===== src/sv/tsp_pkg.sv =====
// Package for the timed slot pool: field widths, opcodes, event kinds
// and the controller state type. No dependencies.
`timescale 1ns / 1ps
`default_nettype none

package tsp_pkg;

  localparam int OP_W    = 1;
  localparam int DUR_W   = 16;
  localparam int SND_W   = 16;
  localparam int SLOT_W  = 4;

  localparam logic [DUR_W-1:0] COUNT_MAX = 16'hFFFF;

  localparam logic OP_TICK  = 1'b0;
  localparam logic OP_START = 1'b1;

  localparam logic EV_START = 1'b0;
  localparam logic EV_STOP  = 1'b1;

  typedef enum logic [2:0] {
    ST_IDLE,
    ST_SCAN,
    ST_TFLUSH,
    ST_SSTOP,
    ST_SSTART
  } tsp_state_e;

endpackage

`default_nettype wire


===== src/sv/tsp_if.sv =====
// Valid/ready channel interfaces of the timed slot pool: request words in,
// event words out. Depends on tsp_pkg.
`timescale 1ns / 1ps
`default_nettype none

interface tsp_req_if;
  logic                      valid;
  logic                      ready;
  logic                      opcode;
  logic [tsp_pkg::DUR_W-1:0] duration;
  logic [tsp_pkg::SND_W-1:0] sound_id;

  modport source (output valid, opcode, duration, sound_id, input ready);
  modport sink   (input valid, opcode, duration, sound_id, output ready);
endinterface

interface tsp_rsp_if;
  logic                       valid;
  logic                       ready;
  logic                       event_kind;
  logic [tsp_pkg::SLOT_W-1:0] slot_index;
  logic [tsp_pkg::SND_W-1:0]  started_sound;
  logic                       last;

  modport source (output valid, event_kind, slot_index, started_sound, last, input ready);
  modport sink   (input valid, event_kind, slot_index, started_sound, last, output ready);
endinterface

`default_nettype wire


===== src/sv/tsp_slot_mem.sv =====
// Countdown memory of the slot pool: one write and one registered read port,
// with a per-entry written flag so that unwritten slots read as zero.
// Depends on tsp_pkg.
`timescale 1ns / 1ps
`default_nettype none

module tsp_slot_mem #(
  parameter int NUM_SLOTS = 16,
  parameter int IW        = 4
) (
  input  wire logic                      clk_i,
  input  wire logic                      rst_ni,
  input  wire logic                      rd_en_i,
  input  wire logic [IW-1:0]             rd_addr_i,
  output logic      [tsp_pkg::DUR_W-1:0] rd_data_o,
  input  wire logic                      wr_en_i,
  input  wire logic [IW-1:0]             wr_addr_i,
  input  wire logic [tsp_pkg::DUR_W-1:0] wr_data_i
);

  logic [tsp_pkg::DUR_W-1:0] mem [NUM_SLOTS];
  logic [NUM_SLOTS-1:0]      vld_q;
  logic [tsp_pkg::DUR_W-1:0] rdata_q;
  logic                      rvld_q;

  always_ff @(posedge clk_i) begin
    if (wr_en_i) begin
      mem[wr_addr_i] <= wr_data_i;
    end
    if (rd_en_i) begin
      rdata_q <= mem[rd_addr_i];
    end
  end

  // Reset frees every slot at once by dropping the written flags.
  always_ff @(posedge clk_i or negedge rst_ni) begin
    if (!rst_ni) begin
      vld_q  <= '0;
      rvld_q <= 1'b0;
    end else begin
      if (wr_en_i) begin
        vld_q[wr_addr_i] <= 1'b1;
      end
      if (rd_en_i) begin
        rvld_q <= vld_q[rd_addr_i];
      end
    end
  end

  assign rd_data_o = rvld_q ? rdata_q : '0;

endmodule

`default_nettype wire


===== src/sv/timed_slot_pool_evict_shortest.sv =====
// Timed slot pool: NUM_SLOTS countdowns, tick and start commands, stop and
// start events with eviction of the shortest-lived slot.
// Depends on tsp_pkg, tsp_req_if, tsp_rsp_if and tsp_slot_mem.
//
// Usage:
//   req_i takes one command word per handshake. A tick decrements every
//   running countdown and yields one stop word per slot that expires, or no
//   word at all. A start takes the first free slot, or evicts the
//   lowest-indexed slot with the smallest countdown (one stop word), and
//   then yields a start word. The final word of each command carries last.
//   Each command walks the countdown memory one slot per cycle through its
//   single read port, with the read-modify-write pipelined one slot behind,
//   except while a stalled rsp_o holds the scan. The block takes no new
//   command until the current one has finished and its last word has been
//   moved into the output register.
//   rsp_o is driven from an output register; a stalled receiver holds the
//   scan only when a new word must be moved into that register.
//   Reset is asynchronous and active low; it frees every slot at once and
//   drops any word in flight.
`timescale 1ns / 1ps
`default_nettype none

module timed_slot_pool_evict_shortest #(
  parameter int NUM_SLOTS = 16
) (
  input  wire logic  clk_i,
  input  wire logic  rst_ni,
  tsp_req_if.sink    req_i,
  tsp_rsp_if.source  rsp_o
);

  localparam int IW = (NUM_SLOTS > 1) ? $clog2(NUM_SLOTS) : 1;
  localparam logic [IW-1:0] LAST_IDX = IW'(NUM_SLOTS - 1);

  tsp_pkg::tsp_state_e state_q, state_d;

  logic                        op_q;
  logic [tsp_pkg::DUR_W-1:0]   dur_q;
  logic [tsp_pkg::SND_W-1:0]   snd_q;

  logic [IW-1:0]               rd_idx_q;
  logic                        rd_done_q;
  logic                        rvalid_q;
  logic [IW-1:0]               pidx_q;

  logic                        pend_q;
  logic [IW-1:0]               pend_idx_q;
  logic                        free_q;
  logic [IW-1:0]               free_idx_q;
  logic [tsp_pkg::DUR_W-1:0]   best_q;
  logic [IW-1:0]               victim_q;

  logic                        out_vld_q;
  logic                        out_kind_q;
  logic [tsp_pkg::SLOT_W-1:0]  out_slot_q;
  logic [tsp_pkg::SND_W-1:0]   out_snd_q;
  logic                        out_last_q;

  logic                        accept;
  logic                        out_free;
  logic [tsp_pkg::DUR_W-1:0]   rd_val;
  logic                        expire;
  logic                        stall;
  logic                        consume;
  logic                        issue;
  logic                        scan_end;
  logic                        free_nx;
  logic [IW-1:0]               chosen;

  logic                        wr_en;
  logic [IW-1:0]               wr_addr;
  logic [tsp_pkg::DUR_W-1:0]   wr_data;

  logic                        out_ld;
  logic                        out_kind_d;
  logic [IW-1:0]               out_idx_d;
  logic [tsp_pkg::SND_W-1:0]   out_snd_d;
  logic                        out_last_d;
  logic                        pend_set;
  logic                        pend_clr;

  tsp_slot_mem #(
    .NUM_SLOTS (NUM_SLOTS),
    .IW        (IW)
  ) u_mem (
    .clk_i     (clk_i),
    .rst_ni    (rst_ni),
    .rd_en_i   (issue),
    .rd_addr_i (rd_idx_q),
    .rd_data_o (rd_val),
    .wr_en_i   (wr_en),
    .wr_addr_i (wr_addr),
    .wr_data_i (wr_data)
  );

  assign req_i.ready = (state_q == tsp_pkg::ST_IDLE);
  assign accept      = req_i.valid && req_i.ready;
  assign out_free    = !out_vld_q || rsp_o.ready;

  assign expire   = (rd_val == 16'd1);
  // A second expiry can only be taken once the held one has moved out.
  assign stall    = rvalid_q && (op_q == tsp_pkg::OP_TICK) && expire && pend_q && !out_free;
  assign consume  = rvalid_q && !stall;
  assign issue    = (state_q == tsp_pkg::ST_SCAN) && !rd_done_q && (!rvalid_q || consume);
  assign scan_end = consume && (pidx_q == LAST_IDX);
  assign free_nx  = free_q || (rd_val == '0);
  assign chosen   = free_q ? free_idx_q : victim_q;

  // Next state.
  always_comb begin
    state_d = state_q;
    case (state_q)
      tsp_pkg::ST_IDLE: begin
        if (accept) begin
          state_d = tsp_pkg::ST_SCAN;
        end
      end
      tsp_pkg::ST_SCAN: begin
        if (scan_end) begin
          if (op_q == tsp_pkg::OP_TICK) begin
            state_d = tsp_pkg::ST_TFLUSH;
          end else if (free_nx) begin
            state_d = tsp_pkg::ST_SSTART;
          end else begin
            state_d = tsp_pkg::ST_SSTOP;
          end
        end
      end
      tsp_pkg::ST_TFLUSH: begin
        if (!pend_q || out_free) begin
          state_d = tsp_pkg::ST_IDLE;
        end
      end
      tsp_pkg::ST_SSTOP: begin
        if (out_free) begin
          state_d = tsp_pkg::ST_SSTART;
        end
      end
      tsp_pkg::ST_SSTART: begin
        if (out_free) begin
          state_d = tsp_pkg::ST_IDLE;
        end
      end
      default: begin
        state_d = tsp_pkg::ST_IDLE;
      end
    endcase
  end

  // Memory writes, event words and the held expiry.
  always_comb begin
    wr_en      = 1'b0;
    wr_addr    = pidx_q;
    wr_data    = 16'(rd_val - 16'd1);
    out_ld     = 1'b0;
    out_kind_d = tsp_pkg::EV_STOP;
    out_idx_d  = pend_idx_q;
    out_snd_d  = '0;
    out_last_d = 1'b0;
    pend_set   = 1'b0;
    pend_clr   = 1'b0;
    case (state_q)
      tsp_pkg::ST_SCAN: begin
        if (consume && (op_q == tsp_pkg::OP_TICK)) begin
          wr_en = (rd_val != '0);
          if (expire) begin
            pend_set = 1'b1;
            out_ld   = pend_q;
          end
        end
      end
      tsp_pkg::ST_TFLUSH: begin
        if (pend_q && out_free) begin
          out_ld     = 1'b1;
          out_last_d = 1'b1;
          pend_clr   = 1'b1;
        end
      end
      tsp_pkg::ST_SSTOP: begin
        out_ld    = out_free;
        out_idx_d = chosen;
      end
      tsp_pkg::ST_SSTART: begin
        wr_en      = out_free;
        wr_addr    = chosen;
        wr_data    = dur_q;
        out_ld     = out_free;
        out_kind_d = tsp_pkg::EV_START;
        out_idx_d  = chosen;
        out_snd_d  = snd_q;
        out_last_d = 1'b1;
      end
      default: begin
      end
    endcase
  end

  always_ff @(posedge clk_i) begin
    if (accept) begin
      op_q  <= req_i.opcode;
      dur_q <= req_i.duration;
      snd_q <= req_i.sound_id;
    end
    if (issue) begin
      pidx_q <= rd_idx_q;
    end
    if (pend_set) begin
      pend_idx_q <= pidx_q;
    end
    if (consume && (op_q == tsp_pkg::OP_START)) begin
      if (!free_q && (rd_val == '0)) begin
        free_idx_q <= pidx_q;
      end
      if (rd_val < best_q) begin
        best_q   <= rd_val;
        victim_q <= pidx_q;
      end
    end
    if (accept) begin
      best_q   <= tsp_pkg::COUNT_MAX;
      victim_q <= '0;
    end
    if (out_ld) begin
      out_kind_q <= out_kind_d;
      out_slot_q <= tsp_pkg::SLOT_W'(out_idx_d);
      out_snd_q  <= out_snd_d;
      out_last_q <= out_last_d;
    end
  end

  always_ff @(posedge clk_i or negedge rst_ni) begin
    if (!rst_ni) begin
      state_q   <= tsp_pkg::ST_IDLE;
      rd_idx_q  <= '0;
      rd_done_q <= 1'b0;
      rvalid_q  <= 1'b0;
      pend_q    <= 1'b0;
      free_q    <= 1'b0;
      out_vld_q <= 1'b0;
    end else begin
      state_q <= state_d;
      if (accept) begin
        rd_idx_q  <= '0;
        rd_done_q <= 1'b0;
        pend_q    <= 1'b0;
        free_q    <= 1'b0;
      end else begin
        if (issue) begin
          if (rd_idx_q == LAST_IDX) begin
            rd_done_q <= 1'b1;
          end else begin
            rd_idx_q <= rd_idx_q + 1'b1;
          end
        end
        if (pend_set) begin
          pend_q <= 1'b1;
        end else if (pend_clr) begin
          pend_q <= 1'b0;
        end
        if (consume && (op_q == tsp_pkg::OP_START) && (rd_val == '0)) begin
          free_q <= 1'b1;
        end
      end
      if (issue) begin
        rvalid_q <= 1'b1;
      end else if (consume) begin
        rvalid_q <= 1'b0;
      end
      if (out_ld) begin
        out_vld_q <= 1'b1;
      end else if (rsp_o.ready) begin
        out_vld_q <= 1'b0;
      end
    end
  end

  assign rsp_o.valid         = out_vld_q;
  assign rsp_o.event_kind    = out_kind_q;
  assign rsp_o.slot_index    = out_slot_q;
  assign rsp_o.started_sound = out_snd_q;
  assign rsp_o.last          = out_last_q;

  // The scan never reads the slot that is being written back.
  a_no_rw_collision : assert property (@(posedge clk_i) disable iff (!rst_ni)
    wr_en && issue |-> wr_addr != rd_idx_q)
    else $error("read and write-back hit the same slot");

  // Nothing from the previous command is left over when a new one is taken.
  a_idle_clean : assert property (@(posedge clk_i) disable iff (!rst_ni)
    state_q == tsp_pkg::ST_IDLE |-> !rvalid_q && !pend_q)
    else $error("command state left over in idle");

  // Read data is only outstanding while the scan runs.
  a_read_in_scan : assert property (@(posedge clk_i) disable iff (!rst_ni)
    rvalid_q |-> state_q == tsp_pkg::ST_SCAN)
    else $error("read data outstanding outside the scan");

endmodule

`default_nettype wire


===== src/flat_wrapper.sv =====
// flat-port wrapper written by rule: the top's interface ports become plain ports
module timed_slot_pool_evict_shortest_flat 
#(
  parameter int NUM_SLOTS = 16
)
  (clk_i, rst_ni, req_i_valid, req_i_opcode, req_i_duration, req_i_sound_id, req_i_ready, rsp_o_valid, rsp_o_event_kind, rsp_o_slot_index, rsp_o_started_sound, rsp_o_last, rsp_o_ready);
  tsp_req_if req_i_i ();
  tsp_rsp_if rsp_o_i ();
  input  wire logic clk_i;
  input  wire logic rst_ni;
  input wire logic [$bits(req_i_i.valid)-1:0] req_i_valid;
  input wire logic [$bits(req_i_i.opcode)-1:0] req_i_opcode;
  input wire logic [$bits(req_i_i.duration)-1:0] req_i_duration;
  input wire logic [$bits(req_i_i.sound_id)-1:0] req_i_sound_id;
  output wire logic [$bits(req_i_i.ready)-1:0] req_i_ready;
  output wire logic [$bits(rsp_o_i.valid)-1:0] rsp_o_valid;
  output wire logic [$bits(rsp_o_i.event_kind)-1:0] rsp_o_event_kind;
  output wire logic [$bits(rsp_o_i.slot_index)-1:0] rsp_o_slot_index;
  output wire logic [$bits(rsp_o_i.started_sound)-1:0] rsp_o_started_sound;
  output wire logic [$bits(rsp_o_i.last)-1:0] rsp_o_last;
  input wire logic [$bits(rsp_o_i.ready)-1:0] rsp_o_ready;
  assign req_i_i.valid = req_i_valid;
  assign req_i_i.opcode = req_i_opcode;
  assign req_i_i.duration = req_i_duration;
  assign req_i_i.sound_id = req_i_sound_id;
  assign req_i_ready = req_i_i.ready;
  assign rsp_o_valid = rsp_o_i.valid;
  assign rsp_o_event_kind = rsp_o_i.event_kind;
  assign rsp_o_slot_index = rsp_o_i.slot_index;
  assign rsp_o_started_sound = rsp_o_i.started_sound;
  assign rsp_o_last = rsp_o_i.last;
  assign rsp_o_i.ready = rsp_o_ready;
  timed_slot_pool_evict_shortest #(.NUM_SLOTS(NUM_SLOTS)) u_core (.clk_i(clk_i), .rst_ni(rst_ni), .req_i(req_i_i), .rsp_o(rsp_o_i));
endmodule

===== config.mk =====
export PLATFORM = sky130hd
export DESIGN_NAME = timed_slot_pool_evict_shortest_flat
export DESIGN_NICKNAME = d
export VERILOG_FILES = /design/src/sv/tsp_pkg.sv /design/src/sv/tsp_if.sv /design/src/sv/tsp_slot_mem.sv /design/src/sv/timed_slot_pool_evict_shortest.sv /design/src/flat_wrapper.sv
export SDC_FILE = /design/constraint.sdc
export NUM_CORES = 1
export LEC_CHECK = 0
export BUFFER_PORTS_ARGS = -buffer_cell sky130_fd_sc_hd__buf_2
export CORE_MARGIN = 2
export CORE_UTILIZATION = 55
export CTS_BUF_LIST = sky130_fd_sc_hd__clkbuf_16
export DETAILED_ROUTE_END_ITERATION = 8
export GPL_ROUTABILITY_DRIVEN = 0
export GPL_TIMING_DRIVEN = 0
export PLACE_DENSITY = 0.71
export SYNTH_ARGS = -nofsm -noshare
export SYNTH_HDL_FRONTEND = slang
export SYNTH_SLANG_ARGS = --single-unit

===== constraint.sdc =====
create_clock -name clk_i -period 7.3 [get_ports clk_i]
set_clock_uncertainty 0.05 [all_clocks]
set_input_delay 0.73 -clock clk_i [delete_from_list [all_inputs] [get_ports clk_i]]
set_output_delay 0.73 -clock clk_i [all_outputs]
set_load 0.05 [all_outputs]

==> results of run 1 <==
-- where the power goes --
group / switching (uW) / internal (uW) / leakage, uW
sequential: 139 / 3250 / 0.00355
combinational: 1780 / 926 / 0.00201
clock: 869 / 1300 / 0.000708
total: 2780 / 5480 / 0.00627
-- layer usage --
| layer | GRT usage [%] | vias up |
|---|---|---|
| met5 | 0 | - |
| met4 | 8.30 | 2 |
| met3 | 4.69 | 74 |
| met2 | 37.8 | 334 |
| met1 | 31.5 | 4310 |
| li1 | - | 3725 |
-- Yosys cell counts, types with 3 or more instances --
library cell,n
or3_1,3
o21bai_1,16
edfxtp_1,339
dfrtp_1,29
ha_1,18
nor2_1,65
mux4_2,85
o21ai_0,14
nand2_1,54
xnor2_1,12
a21oi_1,12
a211oi_1,3
nor3_1,9
and3_1,3
nor4_1,4
nand3_1,4
o31ai_1,4
nor2b_1,3
mux2_2,8
a21o_1,4
buf_4,3
and2_1,28
buf_2,10
dfxtp_1,20
a211o_1,3
clkbuf_1,24
nand2b_1,4
nand4_1,5
a31oi_1,3
buf_1,4
inv_1,28
mux2i_1,24
-- cell families (layout without fill, tap and decap cells) --
family / after synthesis / after routing / synth area share [%]
muxes: 117 / 117 / 14.2
buffers and inverters: 72 / 233 / 1.87
xor gates and xnor gates: 14 / 14 / 0.778
AOI/OAI and AO/OA: 88 / 88 / 4.19
adders and majority gates: 18 / 18 / 1.43
and+or+nand+nor: 190 / 190 / 5.73
DFF: 388 / 388 / 71.8
-- per-stage QoR --
| stage | cells | power [uW] | hold WS, ns | util (%) | setup WS [ns] |
|---|---|---|---|---|---|
| 3_3_place_gp | 1325 | 5920 | 0.391 | 59.0 | 0.614 |
| 6_report | 1426 | 8260 | 0.179 | 65.4 | 2.98 |
| 5_1_grt | 1426 | 8630 | 0.220 | 65.4 | 2.74 |
| 3_5_place_dp | 1351 | 6090 | 0.400 | 60.3 | 3.06 |
| 4_1_cts | 1425 | 8280 | 0.195 | 65.4 | 3.04 |
| 2_1_floorplan | 887 | 5180 | 0.382 | - | 3.15 |
-- path summary, 6_finish.rpt --
| check | to | slack, ns | cells past startpoint |
|---|---|---|---|
| min | u_core.u_mem.vld_q[4] | 0.18 | 1 |
| max reg2reg | u_core.u_mem.mem[10][14] | 2.98 | 10 |
| max | u_core.u_mem.mem[10][14] | 2.98 | 10 |
| min in group clk_i | u_core.snd_q[7] | 0.31 | 1 |
| min reg2reg | u_core.victim_q[2] | 0.41 | 2 |
| max in group asynchronous | u_core.state_q[1] | 6.57 | 1 |
-- state kept, by name (all words and copies together), names as in the netlist, 3 cells and up --
register and flops:
u_core.best_q 16, u_core.dur_q 16, u_core.free_idx_q 4, u_core.pend_idx_q 4, u_core.pidx_q 4, u_core.rd_idx_q 4
u_core.rsp_o.slot_index 4, u_core.rsp_o.started_sound 16, u_core.snd_q 16, u_core.state_q 3, u_core.u_mem.mem 256, u_core.u_mem.rdata_q 16
u_core.u_mem.vld_q 16, u_core.victim_q 4
-- area by class of cell --
cell class                 instances  area, sq um
buffer                            41          179
clock buffer                      40         1000
clock inverter                    34          424
fill                            1927         9680
inverter                          31          116
multi-input combinational        427         4220
sequential                       388        11300
tap                              378          473
timing repair buffer              87          613
==> out/summary.txt, run 1 <==
Resized Gates After CTS: 0
largest net degree at the start of global routing: 36
fmax: 231 MHz
most frequent cells in the layout: edfxtp_1 (339), mux4_2 (85), buf_2 (71), nand2_1 (54), nor2_1 (54)
Final ANT Viol Nets: 0
Vias/cell: 5.92
Mapped Cells: 887
number of remaining DRC errors: 0
status: completed
CP Class: flop to flop
GRT Util Overall: 23.2%
initial antenna violation count: 1
clock latency on the worst-skew pair: 0.56 ns
slew margin rel.: 9.82%
Synth Flop Type: edfxtp_1
maximum VDD drop: 223 uV
drt first pass iters: 6
RSZ-0062 raised after global routing: no
Total Routed Length: 34.1 mm
CP Cell Sequence: clkbuf_1 > clkbuf_1 > clkbuf_1 > nand2_1 > ha_1 > nand2_1 > or3_1 > a32oi_2 > nor4_2 > buf_4
Crit path largest cell delay: 0.91 ns
sequential share of the synthesized area: 71.8%
Yosys warning total: 0
Layout area overhead: 16.3%
detailed-route via count: 8445
Synth Area per Inst: 17.8 sq um
Ports: 61
WL/cell: 23.9 um
most frequent CP cell: clkbuf_1
Initial DRC Count: 777
Final min period: 4.32 ns
clk root buf: clkbuf_16
power per cell area: 451 mW/mm^2
PortBufs: 60
syn nets: 942
Worst R2R Start: u_core.u_mem.rvld_q
CP delay by family, top: simple AND/OR/NAND/NOR gates
Buf+Inv Stages, Crit Path: 4
Yosys top cell area share: 64.6%
Hold Crit Class: primary input to async pin
startpoint types: flop
crit path from: u_core.u_mem.rvld_q
final net count: 1071
DP Area: 0.0169 sq mm
Chip Width: 173 um
core area: 0.0280 sq mm
vias in the first global route: 8605
gr ovfl total: 0
top cells by area, synth: edfxtp_1 (65%), mux4_2 (12%), dfrtp_1 (4.6%)
Post-synth EDFFs: 339
final instance area: 0.0183 sq mm
Num CTS Buffers: 40
CP max FO: 10
worst slew pin tran: 1.35 ns
Initial Util: 56.2%
hold-fix buffers at CTS: 0
final hold vios: 0
Max Cap Violations: 0
met2 wire length: 16.7 mm
clk buf depth: 3
max layer used: met5
first-pass GRT wire length: 51.5 mm
met3 WL: 2.48 mm
Synth area leader: edfxtp_1
TritonCTS clock tree: built
H-tree depth: 2
clk sinks: 388
Ant. Diodes: 0
Yosys reg bits: 388
Syn Std Cell Area: 0.0158 sq mm
Die Footprint: 0.0300 sq mm
WL met1: 13.9 mm
Setup crit end kind: flop
final setup vio count: 0
Leakage Power: 0.00627 uW
commonest non-fill, non-tap cell in the layout: edfxtp_1
Async SR Flop Fraction: 7.47%
post-synth cell types: 63
Post-CTS Setup Inserts: 0
Clock transition at path regs: 0.06 ns
die height: 173 um
Final HPWL DP: 23.2 mm
setup TNS: 0 ns
Max Transition Viols Final: 0
Site Rows: 61
layout cells sized above 1: 27.2%
Worst Path Required: 7.50 ns
WP data arrival: 4.52 ns
Tcrit/Tclk final: 59.2%
Worst path slowest cell: nor4_2
No activity file was read; power rests on OpenSTA's default activity.
==> inputs of run 2 (changes only) <==
--- a/config.mk
+++ b/config.mk
@@ -12,7 +12,7 @@
 export DETAILED_ROUTE_END_ITERATION = 8
 export GPL_ROUTABILITY_DRIVEN = 0
 export GPL_TIMING_DRIVEN = 0
-export PLACE_DENSITY = 0.71
+export PLACE_DENSITY = 0.74
 export SYNTH_ARGS = -nofsm -noshare
 export SYNTH_HDL_FRONTEND = slang
 export SYNTH_SLANG_ARGS = --single-unit
==> constraint.sdc (replaced) <==
create_clock -name clk_i -period 3.7 [get_ports clk_i]
set_clock_uncertainty 0.05 [all_clocks]
set_input_delay 0.37 -clock clk_i [delete_from_list [all_inputs] [get_ports clk_i]]
set_output_delay 0.37 -clock clk_i [all_outputs]
set_load 0.05 [all_outputs]
==> out/summary.txt, run 2 (synthesis results as in run 1) <==
TritonCTS clock tree: built
P_sw: 5490 uW (+97%)
clk buf depth: 3 (unchanged)
clk root buf: clkbuf_16
Buf+Inv Stages, Crit Path: 5 (+1)
R2R Setup Slk: 0.25 ns (-2.73 ns)
Crit path largest cell delay: 0.56 ns (-0.35 ns)
final hold vios: 0 (unchanged)
Final min period: 3.45 ns (-0.871 ns)
power per cell area: 847 mW/mm^2 (+88%)
Initial DRC Count: 906 (+17%)
number of remaining DRC errors: 0 (unchanged)
Total Routed Length: 36.2 mm (+6.3%)
GRT Util Overall: 24.6% (+1.4 points)
layout cells sized above 1: 26.5% (-0.74 points)
drt first pass iters: 5 (-1)
Setup crit end kind: flop
final setup vio count: 0 (unchanged)
Ports: 61 (unchanged)
Initial Util: 56.2% (unchanged)
CP max FO: 10 (unchanged)
worst setup margin: 0.247 ns (-2.73 ns)
first-pass GRT wire length: 54.6 mm (+6.0%)
Chip Width: 173 um (unchanged)
max reg flops: 256 (unchanged)
WP data arrival: 3.69 ns (-0.83 ns)
fmax: 290 MHz (+25%)
sw frac: 35.0% (+1.3 points)
worst slack at placement: -0.616 ns (-3.67 ns)
Layout area overhead: 17.6%
commonest non-fill, non-tap cell in the layout: edfxtp_1
vias in the first global route: 8988 (+4.5%)
PortBufs: 60 (unchanged)
Hold Worst Slack: 0.0503 ns (-0.129 ns)
Leakage Power: 0.00637 uW (+1.6%)
gr ovfl total: 0 (unchanged)
Num CTS Buffers: 39 (-2.5%)
Vias/cell: 5.95 (+0.40%)
Flop pwr share: 42.8% (+1.8 points)
Final HPWL DP: 23.4 mm (+0.80%)
Die Footprint: 0.0300 sq mm (unchanged)
status: completed
Max Transition Viols Final: 0 (unchanged)
Site Rows: 61 (unchanged)
worst slew pin tran: 1.44 ns (+0.0905 ns)
WL/cell: 24.8 um (+3.6%)
startpoint types: flop
RSZ-0062 raised after global routing: no
final net count: 1109 (+3.5%)
Core Util, Final: 66.2% (+0.72 points)
Clock transition at path regs: 0.06 ns (about the same)
Ant. Diodes: 0 (unchanged)
Tcrit/Tclk final: 93.3% (+34 points)
maximum VDD drop: 457 uV (+110%)
Gate power share: 34.5% (+1.8 points)
largest net degree at the start of global routing: 36 (unchanged)
CP delay by family, top: buffers and inverters
initial antenna violation count: 0 (-1)
largest reg by FF count: u_core.u_mem.mem
Final ANT Viol Nets: 0 (unchanged)
clk sinks: 388 (unchanged)
most frequent cells in the layout: edfxtp_1 (339), mux4_2 (85), buf_2 (69), nand2_1 (54), nor2_1 (54)
Hold Crit Class: primary input to flop
Clk network pwr share: 22.8% (-3.5 points)
Max Cap Violations: 0 (unchanged)
H-tree depth: 2 (unchanged)
internal power: 10200 uW (+86%)
detailed-route via count: 8699 (+3.0%)
CP Class: flop to flop
Worst Path Required: 3.93 ns (-3.57 ns)
Worst path slowest cell: dfrtp_1
CP Cell Sequence: clkbuf_2 > clkbuf_2 > nand2_1 > inv_1 > ha_1 > nand3b_4 > or3_4 > a32oi_2 > nor4_2 > buf_4 > buf_4
slew margin rel.: 3.79% (-6.0 points)
die height: 173 um (unchanged)
clock latency on the worst-skew pair: 0.53 ns (-0.03 ns)
core area: 0.0280 sq mm (unchanged)
run 2: what timing repair did:
item	CTS	global route
endpoints found under the setup margin	215	271
endpoints found under the hold margin	62	0
pin swaps	2	0
hold buffers	34	0
gates cloned	0	0
resized for setup	7	9
setup buffers	4	0
run 2: area by class of cell:
type	count	area, sq um
buffer	40	183
timing repair buffer	127	1020
tap	378	473
clock inverter	33	179
clock buffer	39	976
fill	1839	9480
inverter	31	116
sequential	388	11300
multi-input combinational	427	4280
run 2: final timing paths:
kind / endpoint / depth (start not counted) / startpoint
worst max-delay path: u_core.u_mem.mem[2][2] / 11 / u_core.u_mem.rvld_q
worst min-delay path: u_core.state_q[0] / 3 / req_i_valid
worst max register to register: u_core.u_mem.mem[2][2] / 11 / u_core.u_mem.rvld_q
worst min register to register: u_core.victim_q[2] / 2 / u_core.victim_q[2]
max in group asynchronous: u_core.u_mem.rvld_q / 2 / rst_ni
min in group asynchronous: u_core.u_mem.vld_q[13] / 2 / rst_ni
run 2: metal layers:
layer | part of all wire (%) | routed length (um) | up-vias | global-route usage (%)
met2 | 48 | 17500 | 432 | 39.4
met4 | 3.4 | 1240 | 0 | 9.29
met3 | 9.1 | 3290 | 85 | 5.68
met5 | 0 | 0 | - | 0
met1 | 39 | 14200 | 4371 | 33.4
li1 | - | - | 3811 | -
run 2: worst min-delay path, stage by stage:
cell       delay, ns
buf_2           0.10
nand2b_1        0.06
a2bb2oi_1       0.06
run 2: power groups by stage:
stage          Clock [uW]  Sequential [uW]  Combinational [uW]
6_report             3570             6710                5410
5_1_grt              3810             6770                5850
4_1_cts              3630             6700                5350
3_5_place_dp            0             6770                5240
3_3_place_gp            0             6800                4850
2_1_floorplan           0             6970                3260
run 2: metrics by stage:
step,cell area (sq um),TNS [ns],std cells,total power [uW]
2_1_floorplan,15800,-21.36,887,10200
3_3_place_gp,16500,-401.78,1325,11700
3_5_place_dp,16900,-31.40,1354,12000
4_1_cts,18500,-0.708,1464,15700
5_1_grt,18500,0,1463,16400
6_report,18500,0,1463,15700
